## config.mk

```make
export PLATFORM = sky130hd
export DESIGN_NAME = bresenham_line_pixel_stepper_unit
export DESIGN_NICKNAME = d
export VERILOG_FILES = /design/src/hdl/bls_pkg.sv /design/src/hdl/bls_stepper.sv /design/src/hdl/bls_index.sv /design/src/hdl/bresenham_line_pixel_stepper_unit.sv
export SDC_FILE = /design/constraint.sdc
export NUM_CORES = 1
export LEC_CHECK = 0
export ABC_CLOCK_PERIOD_IN_PS = 9260
export BUFFER_PORTS_ARGS = -buffer_cell sky130_fd_sc_hd__buf_2
export CAP_MARGIN = 20
export CORE_MARGIN = 2
export CORE_UTILIZATION = 54
export DETAILED_ROUTE_END_ITERATION = 10
export GPL_TIMING_DRIVEN = 0
export PLACE_DENSITY = 0.83
export SLEW_MARGIN = 20
export SYNTH_ARGS = -nofsm -noshare
export SYNTH_HDL_FRONTEND = slang
export SYNTH_SLANG_ARGS = --single-unit
```

## constraint.sdc

```tcl
create_clock -name clk -period 9.26 [get_ports clk]
set_clock_uncertainty 0.15 [all_clocks]
set_input_delay 1.852 -clock clk [delete_from_list [all_inputs] [get_ports clk]]
set_output_delay 1.852 -clock clk [all_outputs]
set_load 0.005 [all_outputs]
```

## src/hdl/bls_pkg.sv

```systemverilog
// Shared types and constants for the Bresenham line pixel stepper.
package bls_pkg;

	localparam int COORD_BITS_DEF = 10;
	localparam int CFG_W          = 11;
	localparam int IDX_W          = 20;

	localparam logic [CFG_W-1:0] FRAME_WIDTH_RST  = CFG_W'(700);
	localparam logic [CFG_W-1:0] FRAME_HEIGHT_RST = CFG_W'(700);

	typedef enum logic {
		REQ_LOAD = 1'b0,
		REQ_STEP = 1'b1
	} req_kind_t;

	typedef enum logic {
		CFG_FRAME_WIDTH  = 1'b0,
		CFG_FRAME_HEIGHT = 1'b1
	} cfg_reg_t;

	typedef struct packed {
		logic pix_valid;
		logic last;
	} pix_ctl_t;

endpackage

```

## src/hdl/bls_stepper.sv

```systemverilog
// Line state registers, load and step logic, and the first pipeline stage.
module bls_stepper
	import bls_pkg::*;
#(
	parameter int COORD_BITS = COORD_BITS_DEF
) (
	input  logic                  clk,
	input  logic                  arst_n,
	input  logic                  accept,
	input  logic                  req_type,
	input  logic [COORD_BITS-1:0] start_x,
	input  logic [COORD_BITS-1:0] start_y,
	input  logic [COORD_BITS-1:0] end_x,
	input  logic [COORD_BITS-1:0] end_y,
	output logic [COORD_BITS-1:0] x_s1,
	output logic [COORD_BITS-1:0] y_s1,
	output pix_ctl_t              ctl_s1
);

	localparam int ERR_W = COORD_BITS + 3;

	logic [COORD_BITS-1:0]   cur_x_q, cur_y_q, major_end_q, adx_q, ady_q;
	logic signed [ERR_W-1:0] err_q;
	logic                    y_major_q, step_up_q, active_q;

	logic [COORD_BITS-1:0]   nxt_x, nxt_y, nxt_end, nxt_adx, nxt_ady;
	logic signed [ERR_W-1:0] nxt_err;
	logic                    nxt_y_major, nxt_step_up, nxt_active;
	logic                    emit, last;

	logic [COORD_BITS:0]     dx, dy, neg_dx, neg_dy;
	logic [COORD_BITS-1:0]   adx, ady;
	logic                    dx_neg, dy_neg, dx_pos, dy_pos;
	logic [ERR_W-1:0]        adx_e, ady_e, cur_adx_e, cur_ady_e;

	assign dx     = {1'b0, end_x} - {1'b0, start_x};
	assign dy     = {1'b0, end_y} - {1'b0, start_y};
	assign neg_dx = ~dx + 1'b1;
	assign neg_dy = ~dy + 1'b1;
	assign dx_neg = dx[COORD_BITS];
	assign dy_neg = dy[COORD_BITS];
	assign dx_pos = !dx_neg && (dx != '0);
	assign dy_pos = !dy_neg && (dy != '0);
	assign adx    = dx_neg ? neg_dx[COORD_BITS-1:0] : dx[COORD_BITS-1:0];
	assign ady    = dy_neg ? neg_dy[COORD_BITS-1:0] : dy[COORD_BITS-1:0];

	assign adx_e     = ERR_W'(adx);
	assign ady_e     = ERR_W'(ady);
	assign cur_adx_e = ERR_W'(adx_q);
	assign cur_ady_e = ERR_W'(ady_q);

	always_comb begin
		nxt_x       = cur_x_q;
		nxt_y       = cur_y_q;
		nxt_end     = major_end_q;
		nxt_adx     = adx_q;
		nxt_ady     = ady_q;
		nxt_err     = err_q;
		nxt_y_major = y_major_q;
		nxt_step_up = step_up_q;
		emit        = 1'b0;
		if (req_type == REQ_LOAD) begin
			emit        = 1'b1;
			nxt_adx     = adx;
			nxt_ady     = ady;
			nxt_step_up = (dx_neg && dy_neg) || (dx_pos && dy_pos);
			nxt_y_major = (ady > adx);
			if (ady <= adx) begin
				nxt_err = $signed((ady_e << 1) - adx_e);
				nxt_x   = dx_neg ? end_x : start_x;
				nxt_y   = dx_neg ? end_y : start_y;
				nxt_end = dx_neg ? start_x : end_x;
			end else begin
				nxt_err = $signed((adx_e << 1) - ady_e);
				nxt_x   = dy_neg ? end_x : start_x;
				nxt_y   = dy_neg ? end_y : start_y;
				nxt_end = dy_neg ? start_y : end_y;
			end
		end else if (active_q) begin
			emit = 1'b1;
			if (!y_major_q) begin
				nxt_x = cur_x_q + 1'b1;
				if (err_q[ERR_W-1]) begin
					nxt_err = err_q + $signed(cur_ady_e << 1);
				end else begin
					nxt_y   = step_up_q ? cur_y_q + 1'b1 : cur_y_q - 1'b1;
					nxt_err = err_q + $signed((cur_ady_e - cur_adx_e) << 1);
				end
			end else begin
				nxt_y = cur_y_q + 1'b1;
				if (err_q[ERR_W-1] || (err_q == '0)) begin
					nxt_err = err_q + $signed(cur_adx_e << 1);
				end else begin
					nxt_x   = step_up_q ? cur_x_q + 1'b1 : cur_x_q - 1'b1;
					nxt_err = err_q + $signed((cur_adx_e - cur_ady_e) << 1);
				end
			end
		end
		last       = ((nxt_y_major ? nxt_y : nxt_x) == nxt_end);
		nxt_active = emit ? !last : active_q;
	end

	always_ff @(posedge clk or negedge arst_n) begin
		if (!arst_n) begin
			cur_x_q     <= '0;
			cur_y_q     <= '0;
			major_end_q <= '0;
			adx_q       <= '0;
			ady_q       <= '0;
			err_q       <= '0;
			y_major_q   <= 1'b0;
			step_up_q   <= 1'b0;
			active_q    <= 1'b0;
		end else if (accept) begin
			cur_x_q     <= nxt_x;
			cur_y_q     <= nxt_y;
			major_end_q <= nxt_end;
			adx_q       <= nxt_adx;
			ady_q       <= nxt_ady;
			err_q       <= nxt_err;
			y_major_q   <= nxt_y_major;
			step_up_q   <= nxt_step_up;
			active_q    <= nxt_active;
		end
	end

	always_ff @(posedge clk) begin
		if (accept) begin
			x_s1             <= nxt_x;
			y_s1             <= nxt_y;
			ctl_s1.pix_valid <= emit;
			ctl_s1.last      <= emit && last;
		end
	end

endmodule

```

## src/hdl/bls_index.sv

```systemverilog
// Clipping, frame buffer index and result register of the line stepper.
module bls_index
	import bls_pkg::*;
#(
	parameter int COORD_BITS = COORD_BITS_DEF
) (
	input  logic                  clk,
	input  logic                  load,
	input  logic [COORD_BITS-1:0] x_s1,
	input  logic [COORD_BITS-1:0] y_s1,
	input  pix_ctl_t              ctl_s1,
	input  logic [CFG_W-1:0]      frame_width,
	input  logic [CFG_W-1:0]      frame_height,
	output logic                  pixel_valid,
	output logic [COORD_BITS-1:0] pixel_x,
	output logic [COORD_BITS-1:0] pixel_y,
	output logic [IDX_W-1:0]      frame_index,
	output logic                  in_frame,
	output logic                  line_last
);

	localparam int CMP_W  = (COORD_BITS > CFG_W) ? COORD_BITS : CFG_W;
	localparam int PROD_W = CMP_W + CFG_W;

	logic [CMP_W-1:0]  xe, ye, we, he, rows;
	logic [PROD_W-1:0] prod, sum;
	logic              on_frame;

	logic                  pixel_valid_q, in_frame_q, line_last_q;
	logic [COORD_BITS-1:0] pixel_x_q, pixel_y_q;
	logic [IDX_W-1:0]      frame_index_q;

	assign xe       = CMP_W'(x_s1);
	assign ye       = CMP_W'(y_s1);
	assign we       = CMP_W'(frame_width);
	assign he       = CMP_W'(frame_height);
	assign on_frame = (xe < we) && (ye < he);
	// Buffer row with y flipped: frame_height - 1 - y.
	assign rows   = he - CMP_W'(1) - ye;
	assign prod   = PROD_W'(rows) * PROD_W'(frame_width);
	assign sum    = prod + PROD_W'(x_s1);

	always_ff @(posedge clk) begin
		if (load) begin
			pixel_valid_q <= ctl_s1.pix_valid;
			line_last_q   <= ctl_s1.last;
			pixel_x_q     <= ctl_s1.pix_valid ? x_s1 : '0;
			pixel_y_q     <= ctl_s1.pix_valid ? y_s1 : '0;
			in_frame_q    <= ctl_s1.pix_valid && on_frame;
			frame_index_q <= (ctl_s1.pix_valid && on_frame) ? sum[IDX_W-1:0] : '0;
		end
	end

	assign pixel_valid = pixel_valid_q;
	assign pixel_x     = pixel_x_q;
	assign pixel_y     = pixel_y_q;
	assign frame_index = frame_index_q;
	assign in_frame    = in_frame_q;
	assign line_last   = line_last_q;

endmodule

```

## src/hdl/bresenham_line_pixel_stepper_unit.sv

```systemverilog
// Top level of the Bresenham line pixel stepper.
// Usage:
//   Request channel (req_valid / req_stall): one transaction per request. req_type
//   REQ_LOAD takes both endpoints and answers with the first pixel of the line;
//   REQ_STEP advances one pixel along the major axis and answers with it.
//   A step after the final pixel answers with pixel_valid low and all fields zero.
//   Result channel (res_valid / res_stall): exactly one result transaction per
//   request, in request order. line_last marks the final pixel of a line.
//   Configuration: cfg_wr_en writes frame_width or frame_height (cfg_index) from
//   cfg_data; write only while no request is in flight.
//   Pipe: an accepted request is registered in stage one, then in the result register.
//   Throughput: one request per cycle while no result waits on res_stall. The line
//   state registers update in the cycle of acceptance (one add and compare); the
//   index multiply sits in the second stage before the result register.
//   Stall: while res_stall holds a waiting result, the whole pipe holds and
//   req_stall rises; otherwise requests keep flowing.
//   Reset: line idle, all line state zero, frame size 700 by 700, pipe empty.
module bresenham_line_pixel_stepper_unit
	import bls_pkg::*;
#(
	parameter int COORD_BITS = COORD_BITS_DEF
) (
	input  logic                  clk,
	input  logic                  arst_n,
	// request channel
	input  logic                  req_valid,
	output logic                  req_stall,
	input  logic                  req_type,
	input  logic [COORD_BITS-1:0] start_x,
	input  logic [COORD_BITS-1:0] start_y,
	input  logic [COORD_BITS-1:0] end_x,
	input  logic [COORD_BITS-1:0] end_y,
	// result channel
	output logic                  res_valid,
	input  logic                  res_stall,
	output logic                  pixel_valid,
	output logic [COORD_BITS-1:0] pixel_x,
	output logic [COORD_BITS-1:0] pixel_y,
	output logic [IDX_W-1:0]      frame_index,
	output logic                  in_frame,
	output logic                  line_last,
	// configuration write port
	input  logic                  cfg_wr_en,
	input  logic [0:0]            cfg_index,
	input  logic [CFG_W-1:0]      cfg_data
);

	logic                  advance, accept;
	logic                  s1_valid_q, res_valid_q;
	logic [CFG_W-1:0]      frame_width_q, frame_height_q;
	logic [COORD_BITS-1:0] x_s1, y_s1;
	pix_ctl_t              ctl_s1;

	// Advance the pipe unless a finished result is waiting on a stalled receiver.
	assign advance   = !res_valid_q || !res_stall;
	assign req_stall = !advance;
	assign accept    = req_valid && advance;
	assign res_valid = res_valid_q;

	always_ff @(posedge clk or negedge arst_n) begin
		if (!arst_n) begin
			s1_valid_q  <= 1'b0;
			res_valid_q <= 1'b0;
		end else if (advance) begin
			s1_valid_q  <= accept;
			res_valid_q <= s1_valid_q;
		end
	end

	// Frame size registers.
	always_ff @(posedge clk or negedge arst_n) begin
		if (!arst_n) begin
			frame_width_q  <= FRAME_WIDTH_RST;
			frame_height_q <= FRAME_HEIGHT_RST;
		end else if (cfg_wr_en) begin
			if (cfg_index == CFG_FRAME_WIDTH) begin
				frame_width_q <= cfg_data;
			end else begin
				frame_height_q <= cfg_data;
			end
		end
	end

	// Stage one: line state update and the new pixel coordinates.
	bls_stepper #(
		.COORD_BITS(COORD_BITS)
	) u_stepper (
		.clk     (clk),
		.arst_n  (arst_n),
		.accept  (accept),
		.req_type(req_type),
		.start_x (start_x),
		.start_y (start_y),
		.end_x   (end_x),
		.end_y   (end_y),
		.x_s1    (x_s1),
		.y_s1    (y_s1),
		.ctl_s1  (ctl_s1)
	);

	// Stage two: clip, index multiply, result register.
	bls_index #(
		.COORD_BITS(COORD_BITS)
	) u_index (
		.clk         (clk),
		.load        (advance && s1_valid_q),
		.x_s1        (x_s1),
		.y_s1        (y_s1),
		.ctl_s1      (ctl_s1),
		.frame_width (frame_width_q),
		.frame_height(frame_height_q),
		.pixel_valid (pixel_valid),
		.pixel_x     (pixel_x),
		.pixel_y     (pixel_y),
		.frame_index (frame_index),
		.in_frame    (in_frame),
		.line_last   (line_last)
	);

endmodule

```

==> flow_summary.toml, run 1 <==
[status]
status = "complete, no violations"

[synth]
synth_top_cell_area_share_pct = 11.7
syn_area_mm2 = 0.0175
syn_inst = 2055
synthFlopType = "dfrtp_1"
synth_area_leader_cell = "ha_1"
synth_edf_count = 65
syn-num-nets = 2373
synth_warnings = 0
yosysMostFrequentCell = "inv_1"
syn_avg_cell_area_um2 = 8.51
synthDistinctLibCells = 99
ys_seq_area_share_pct = 24.1
synth_common_cells = "268 x inv_1, 232 x nand2_1, 163 x ha_1"
synth_area_leaders = "ha_1 12%, dfrtp_1 11%, edfxtp_1 11%, fa_1 11%, inv_1 5.7%"
ys_seq_elements = 155
synthArstFlopShare_pct = 58.1

[cells_and_area]
antenna_cells = 0
instances_no_fill = 2593
drive_gt1_share_pct = 10.1
nNetsFinal = 2496
syn_to_final_growth_pct = 9.57

[detailed_routing]
via_per_inst = 5.99
wl_per_cell_um = 19.4
drc = 0
drt_iter0_markers = 1474
drtPass1Iterations = 6
drt-total-wl_mm = 50.4
num_vias = 15545
drtAntennaViolNets = 0

[critical_path]
arrival_ps = 8950
reg2reg_setup_slack_ps = 1360
cpPeakStageDelay_ps = 470
crit_path_max_fanout = 10
path_delay_family = "compound AO/OA/AOI/OAI gates"
cp-end-kind = "flop"
startpoint_type = "input pin"
path_common_cell = "o21ai_0"
critical_path_class = "input pin to flop"
crit_required_ps = 9400
path_buf_inv = 7
crit_slowest_cell = "a31oi_1"

[floorplanning]
core-area_mm2 = 0.0317
die_w_um = 184
rows = 65
initial_core_util_pct = 55.2
ios = 103
die_h_um = 184
die_area_mm2 = 0.0339

[sta]
slew_viol_final = 0
hold_ws_ps = 282
slew_headroom_pct = 43.1
tightest_slew_ps = 854
setup_violations = 0
fin_crit_sh_pct = 95.1
finalHoldViolCount = 0
fin_crit_ps = 8810
rsz0062_at_grt = "false"
fmax_mhz = 114

[clocking]
postCtsHoldBufs = 0
cts.reportedPaths.clkPinSlew_ps = 60
cts_resized = 0
clockRootBuffer = "clkbuf_16"
cts_buffers = 17
h-tree-depth = 4
max-clock-path-buffers = 2
clk_latency_ps = 440
cts_sinks = 155
post_cts_buffers = 0
cts_tree = "yes"

[placement]
port_buffers = 102
dp_hpwl_mm = 40.9
placed_cells = 2562
gp_congestion = 1.05

[global_route]
grt-ovfl-total = 0
grt_pass1_vias = 15486
grt_usage_pct = 30.8
antenna_found_initial = 0
grt_max_degree = 47
grt_pass1_wl_mm = 81.7

[flow_run]
cap_violations = 0

[min_path]
hp-class = "flop to flop"
worst reg2reg max path, delay by kind of cell (launching register included):
family	cells	cell delay, ps
AO/OA/AOI/OAI	11	2010
XOR/XNOR	1	210
adder cells (fa/ha/maj)	8	3480
buffers and inverters	5	680
flip-flops	1	410
AND/OR/NAND/NOR	3	700
area by class of cell:
class	instances	area (µm²)
Fill cell	2735	12500
Multi-Input combinational cell	1534	11900
Sequential cell	155	4220
Inverter	270	1010
Clock inverter	13	129
Tap cell	402	503
Buffer	95	389
Timing Repair Buffer	105	584
Clock buffer	19	433
state kept, by name (all words and copies together), names as in the netlist, 11 cells and up:
register	cells
frame_width_q	11
u_index.frame_index	20
u_stepper.err_q	13
frame_height_q	11
metrics by stage:
stage / util, % / instance area (µm²) / setup TNS (ps) / setup WS [ps]
floorplan: - / 17500 / 0 / 1440
CTS: 60.4 / 19100 / 0 / 5.08
finish: 60.4 / 19200 / 0 / 453
global placement: 58.4 / 18500 / -2610 / -299
detailed placement: 58.6 / 18600 / -3220 / -375
global route: 60.4 / 19200 / 0 / 27.4
layout by cell type (no fill, tap or decap), types with 11 or more instances in the layout:
master / synthesis / routed
a211oi_1: 24 / 24
a21o_1: 32 / 32
a21oi_1: 124 / 124
a31oi_1: 15 / 15
and2_1: 60 / 59
and3_1: 15 / 15
buf_2: 5 / 106
clkbuf_1: 77 / 76
clkbuf_16: 0 / 17
dfrtp_1: 78 / 78
dfstp_2: 12 / 12
edfxtp_1: 65 / 65
fa_1: 97 / 97
ha_1: 163 / 163
inv_1: 268 / 268
mux2_2: 29 / 29
mux2i_1: 50 / 49
nand2_1: 232 / 232
nand2b_1: 14 / 14
nand3_1: 30 / 30
nand4_1: 12 / 12
nor2_1: 128 / 128
nor2b_1: 21 / 21
nor3_1: 34 / 34
nor3b_1: 11 / 11
o21ai_0: 124 / 124
o21ai_1: 12 / 12
o21bai_1: 30 / 29
xnor2_1: 77 / 77
xor2_1: 35 / 35
logic make-up after synthesis:
kind of cell	count (synthesis)	share of synthesized area, %
adders and majority gates	261	22.8
xor gates and xnor gates	116	6.08
and+or+nand+nor	605	16.5
muxes	81	4.86
buffers and inverters	366	8.02
AOI/OAI and AO/OA	471	17.6
DFF	155	24.1
worst paths after layout:
kind	start	endpoint	cells after the start
hold / removal	u_stepper.ctl_s1[0]	u_index.line_last	0
setup reg to reg	frame_height_q[0]	u_index.frame_index[18]	28
setup / recovery	end_x[0]	u_stepper.ctl_s1[0]	29
max in group asynchronous	arst_n	frame_height_q[9]	2
hold reg to reg	u_stepper.ctl_s1[0]	u_index.line_last	0
min in group asynchronous	arst_n	s1_valid_q	1
routing by layer:
metal  wire length [µm]  global-route usage [%]  vias up
met5                  0                       0        -
met4               2140                    13.6        0
met3               3750                    5.29      137
met2              24000                    51.6      714
met1              20500                    39.0     7457
li1                   -                       -     7237
Power of run 1 is left out: the tool's default activity adds up to more than one toggle a clock period on the data nets, which glitch-free logic cannot reach.
==> run 2: changes to the inputs <==
CTS_BUF_LIST = sky130_fd_sc_hd__clkbuf_16   (was default)
RECOVER_POWER = 50   (was default)
==> run 2 against run 1 <==
Net effect: the run now ends with max-capacitance violations, max-slew violations left; fmax down 0.55%; sequential share of layout area up 0.056 points; register-to-register slack about the same; cell area down 0.25%; first-iteration DRC count down 1.4%; count of clock-buffer cells in the layout down 2; worst hold slack about the same; worst setup slack worse by 49 ps; flip-flop and latch count unchanged; cell count unchanged; critical endpoint unchanged; largest cell class unchanged.
==> flow_summary.toml, run 2 (synthesized netlist as in run 1, its figures left out) <==
[floorplanning]
die_h_um = 184
ios = 103
die_w_um = 184
rows = 65
initial_core_util_pct = 55.2
die_area_mm2 = 0.0339
core-area_mm2 = 0.0317

[critical_path]
path_common_cell = "o21ai_0"
crit_path_max_fanout = 10
cpPeakStageDelay_ps = 470
startpoint_type = "input pin"
arrival_ps = 8990
critical_path_class = "input pin to flop"
cp-end-kind = "flop"
crit_slowest_cell = "a31oi_1"
crit_required_ps = 9400

[detailed_routing]
drtAntennaViolNets = 0
drtPass1Iterations = 6
wl_per_cell_um = 19.5
drt-total-wl_mm = 50.5
drt_iter0_markers = 1454
drc = 0
num_vias = 15574
via_per_inst = 6.01

[sta]
fin_crit_sh_pct = 95.6
fin_crit_ps = 8860
slew_headroom_pct = -73.9
tightest_slew_ps = 2610
slew_viol_final = 128
setup_violations = 0
finalHoldViolCount = 0
fmax_mhz = 113
rsz0062_at_grt = "false"

[status]
violations = "max-capacitance violations, max-slew violations"
status = "finished, violations left"

[min_path]
hp-class = "flop to flop"

[cells_and_area]
final_common_cell = "inv_1"
largest_reg_flops = 20
fill_cells = 2740
multi_input_area_mm2 = 0.0119
antenna_cells = 0
drive_gt1_share_pct = 9.95
final_core_util_pct = 60.3
regArea_mm2 = 0.00422
nNetsFinal = 2496
syn_to_final_growth_pct = 9.30
layout_common_cells = "270 x inv_1, 232 x nand2_1, 163 x ha_1"

[placement]
port_buffers = 102
gp_congestion = 1.05
dp_hpwl_mm = 40.9

[global_route]
grt_pass1_vias = 15486
grt_usage_pct = 30.8
antenna_found_initial = 0
grt_max_degree = 47
grt_pass1_wl_mm = 81.7
grt-ovfl-total = 0

[clocking]
clockRootBuffer = "clkbuf_16"
max-clock-path-buffers = 2
h-tree-depth = 4
postCtsHoldBufs = 0
cts_buffers = 17
cts_sinks = 155
cts_resized = 0
clk_latency_ps = 450
cts_tree = "yes"
cts.reportedPaths.clkPinSlew_ps = 60
post_cts_buffers = 0

[flow_run]
cap_violations = 3
-- run 2: cell types whose count changed in the layout (fill, tap and decap cells not counted), sizes merged --
cell	delta
buf	-3
inv	+2
clkbuf	+1
-- run 2: through the flow --
step | hold WS, ps | cell area (µm²) | worst slack (ps) | cells | TNS [ps]
finish | 281 | 19100 | 404 | 2593 | 0
global route | 302 | 19100 | 27.4 | 2593 | 0
CTS | 285 | 19100 | 5.08 | 2594 | 0
detailed placement | 272 | 18600 | -375 | 2562 | -3220
global placement | 256 | 18500 | -299 | 2559 | -2610
floorplan | 250 | 17500 | 1440 | 2055 | 0
-- run 2: cell type report --
class	instances	share of cell area, %
clock inverters	15	0.713
inverters	270	5.30
flip-flops and latches	155	22.1
clock buffers	17	2.22
multi-input cells	1534	62.2
well taps	402	2.63
repair buffers	105	2.81
plain buffers	95	2.03
-- run 2: critical path: cells and delay by family --
family                   cells  cell delay [ps]
AND/OR/NAND/NOR              5             1030
XOR/XNOR                     1              390
adder cells (fa/ha/maj)      3              820
buffers and inverters        7             1500
AO/OA/AOI/OAI               13             3400
-- run 2: path summary, 6_finish.rpt --
check	cells after the start	slack (ps)	to	start
max in group asynchronous	2	3460	frame_width_q[10]	arst_n
max	29	400	u_stepper.ctl_s1[0]	end_x[0]
min in group asynchronous	1	2060	s1_valid_q	arst_n
min	0	280	u_index.line_last	u_stepper.ctl_s1[0]
max reg2reg	28	1350	u_index.frame_index[18]	frame_height_q[0]
min reg2reg	0	280	u_index.line_last	u_stepper.ctl_s1[0]
-- run 2: metal layers --
layer,wire [µm],vias up,track usage (%)
met5,0,-,0
li1,-,7242,-
met4,2170,0,13.6
met3,3840,139,5.29
met1,20500,7465,39.0
met2,24000,728,51.6
Power of run 2 is left out for the same reason.
==> run 3: changes to the inputs <==
CORE_UTILIZATION = 55   (was 54)
PLACE_DENSITY = 0.84   (was 0.83)
TNS_END_PERCENT = 50   (was default)
==> run 3 against run 2 <==
Net effect: the run still ends with max-capacitance violations, max-slew violations left; global-route usage rose by 0.11 points; wire length rose by 0.55%; first-iteration DRC count rose by 4.3%; via count rose by 0.64%; die area fell by 1.8%; utilization rose by 0.67 points; cell count did not move; count of clock-buffer cells in the layout did not move; fmax barely moved; worst hold slack got worse by 13 ps; worst setup slack got worse by 4.1 ps; flip-flop and latch count did not move.
==> flow_summary.toml, run 3 (synthesized netlist as in run 1, its figures left out) <==
[status]
status = "finished, violations left"
violations = "max-capacitance violations, max-slew violations"

[clocking]
max-clock-path-buffers = 2
h-tree-depth = 4
cts_tree = "yes"
clk_latency_ps = 440
cts_buffers = 17
cts.reportedPaths.clkPinSlew_ps = 60
cts_sinks = 155
clockRootBuffer = "clkbuf_16"

[placement]
place_area_mm2 = 0.0186
gp_congestion = 1.03
dp_hpwl_mm = 41.1
port_buffers = 102

[cells_and_area]
multi_input_area_mm2 = 0.0119
layout_common_cells = "270 x inv_1, 232 x nand2_1, 163 x ha_1"
drive_gt1_share_pct = 10.0
nNetsFinal = 2496
syn_to_final_growth_pct = 9.66
fill_cells = 2682
largest_reg_flops = 20
regArea_mm2 = 0.00422
antenna_cells = 0
final_cell_area_mm2 = 0.0192
final_common_cell = "inv_1"

[detailed_routing]
drtAntennaViolNets = 0
drtPass1Iterations = 6
via_per_inst = 6.04
drt_iter0_markers = 1516
drt-total-wl_mm = 50.8
drc = 0
num_vias = 15674
wl_per_cell_um = 19.6

[global_route]
grt_max_degree = 49
grt_pass1_wl_mm = 80.7
antenna_found_initial = 0
grt_usage_pct = 30.9
grt-ovfl-total = 0
grt_pass1_vias = 15652

[sta]
hold_ws_ps = 268
fin_crit_ps = 8860
rsz0062_at_grt = "false"
slew_headroom_pct = -85.1
finalHoldViolCount = 0
fmax_mhz = 113
tightest_slew_ps = 2780
slew_viol_final = 128
fin_crit_sh_pct = 95.7
setup_violations = 0

[critical_path]
cp-end-kind = "flop"
crit_path_max_fanout = 10
startpoint_type = "input pin"
crit_required_ps = 9390
critical_path_class = "input pin to flop"
arrival_ps = 8990

[min_path]
hp-class = "flop to flop"

[floorplanning]
die_w_um = 182
die_h_um = 182
rows = 65
core-area_mm2 = 0.0315
ios = 103
die_area_mm2 = 0.0333
initial_core_util_pct = 55.6

[flow_run]
cap_violations = 3
==> run 3: layout make-up <==
type | count | area share, %
repair buffers | 105 | 2.79
clock inverters | 15 | 1.03
flip-flops and latches | 155 | 22.0
inverters | 270 | 5.28
multi-input cells | 1534 | 62.0
clock buffers | 17 | 2.22
plain buffers | 95 | 2.02
well taps | 402 | 2.62
==> run 3: critical path, stage by stage <==
cell      delay, ps
buf_2           130
inv_1            60
ha_1            180
inv_1            60
fa_1            410
a211oi_1        430
o21bai_1        190
and2_4          210
a311oi_4        730
clkbuf_1        570
mux2i_1         590
inv_1           150
ha_1            330
nand2b_1         60
a21oi_1         120
o21ai_0         100
a221oi_1        450
o21bai_2        250
a31oi_2         330
buf_4           270
a211oi_2         90
a31oi_1         440
nor3b_1         300
o21ai_0         130
a211oi_1        290
and3_1          260
==> run 3: path summary, 6_finish.rpt <==
check / endpoint / depth (start not counted) / start / slack, ps
worst max register to register: u_index.frame_index[18] / 28 / frame_height_q[0] / 1320
worst min register to register: u_index.line_last / 0 / u_stepper.ctl_s1[0] / 270
max in group asynchronous: u_stepper.cur_y_q[0] / 2 / arst_n / 3470
worst max-delay path: u_stepper.ctl_s1[0] / 26 / end_y[0] / 400
min in group asynchronous: u_stepper.err_q[2] / 1 / arst_n / 1960
worst min-delay path: u_index.line_last / 0 / u_stepper.ctl_s1[0] / 270
==> run 3: routing by layer <==
layer / share of wire [%] / vias up / wire length (µm) / track usage, %
met3: 8.0 / 165 / 4070 / 5.19
met2: 47 / 776 / 23800 / 52.4
met4: 4.8 / 0 / 2450 / 15.0
met5: 0 / - / 0 / 0
li1: - / 7227 / - / -
met1: 40 / 7506 / 20400 / 38.3
==> run 3: per-stage QoR <==
| step | cells | setup WS, ps | setup TNS, ps | utilization, % |
|---|---|---|---|---|
| after CTS | 2594 | 54.5 | 0 | 61.0 |
| final | 2593 | 400 | 0 | 61.0 |
| after detailed placement | 2562 | -364 | -3940 | 59.1 |
| after global placement | 2559 | -360 | -4390 | 58.8 |
| after floorplan | 2055 | 1440 | 0 | - |
| after global routing | 2593 | 24.5 | 0 | 61.0 |
==> run 3: timing repair <==
action / in CTS / in global routing
hold buffers: 0 / 0
setup endpoints to repair: 0 / 28
buffers inserted: 0 / 0
gates resized for setup: 0 / 5
Power of run 3 is left out for the same reason.
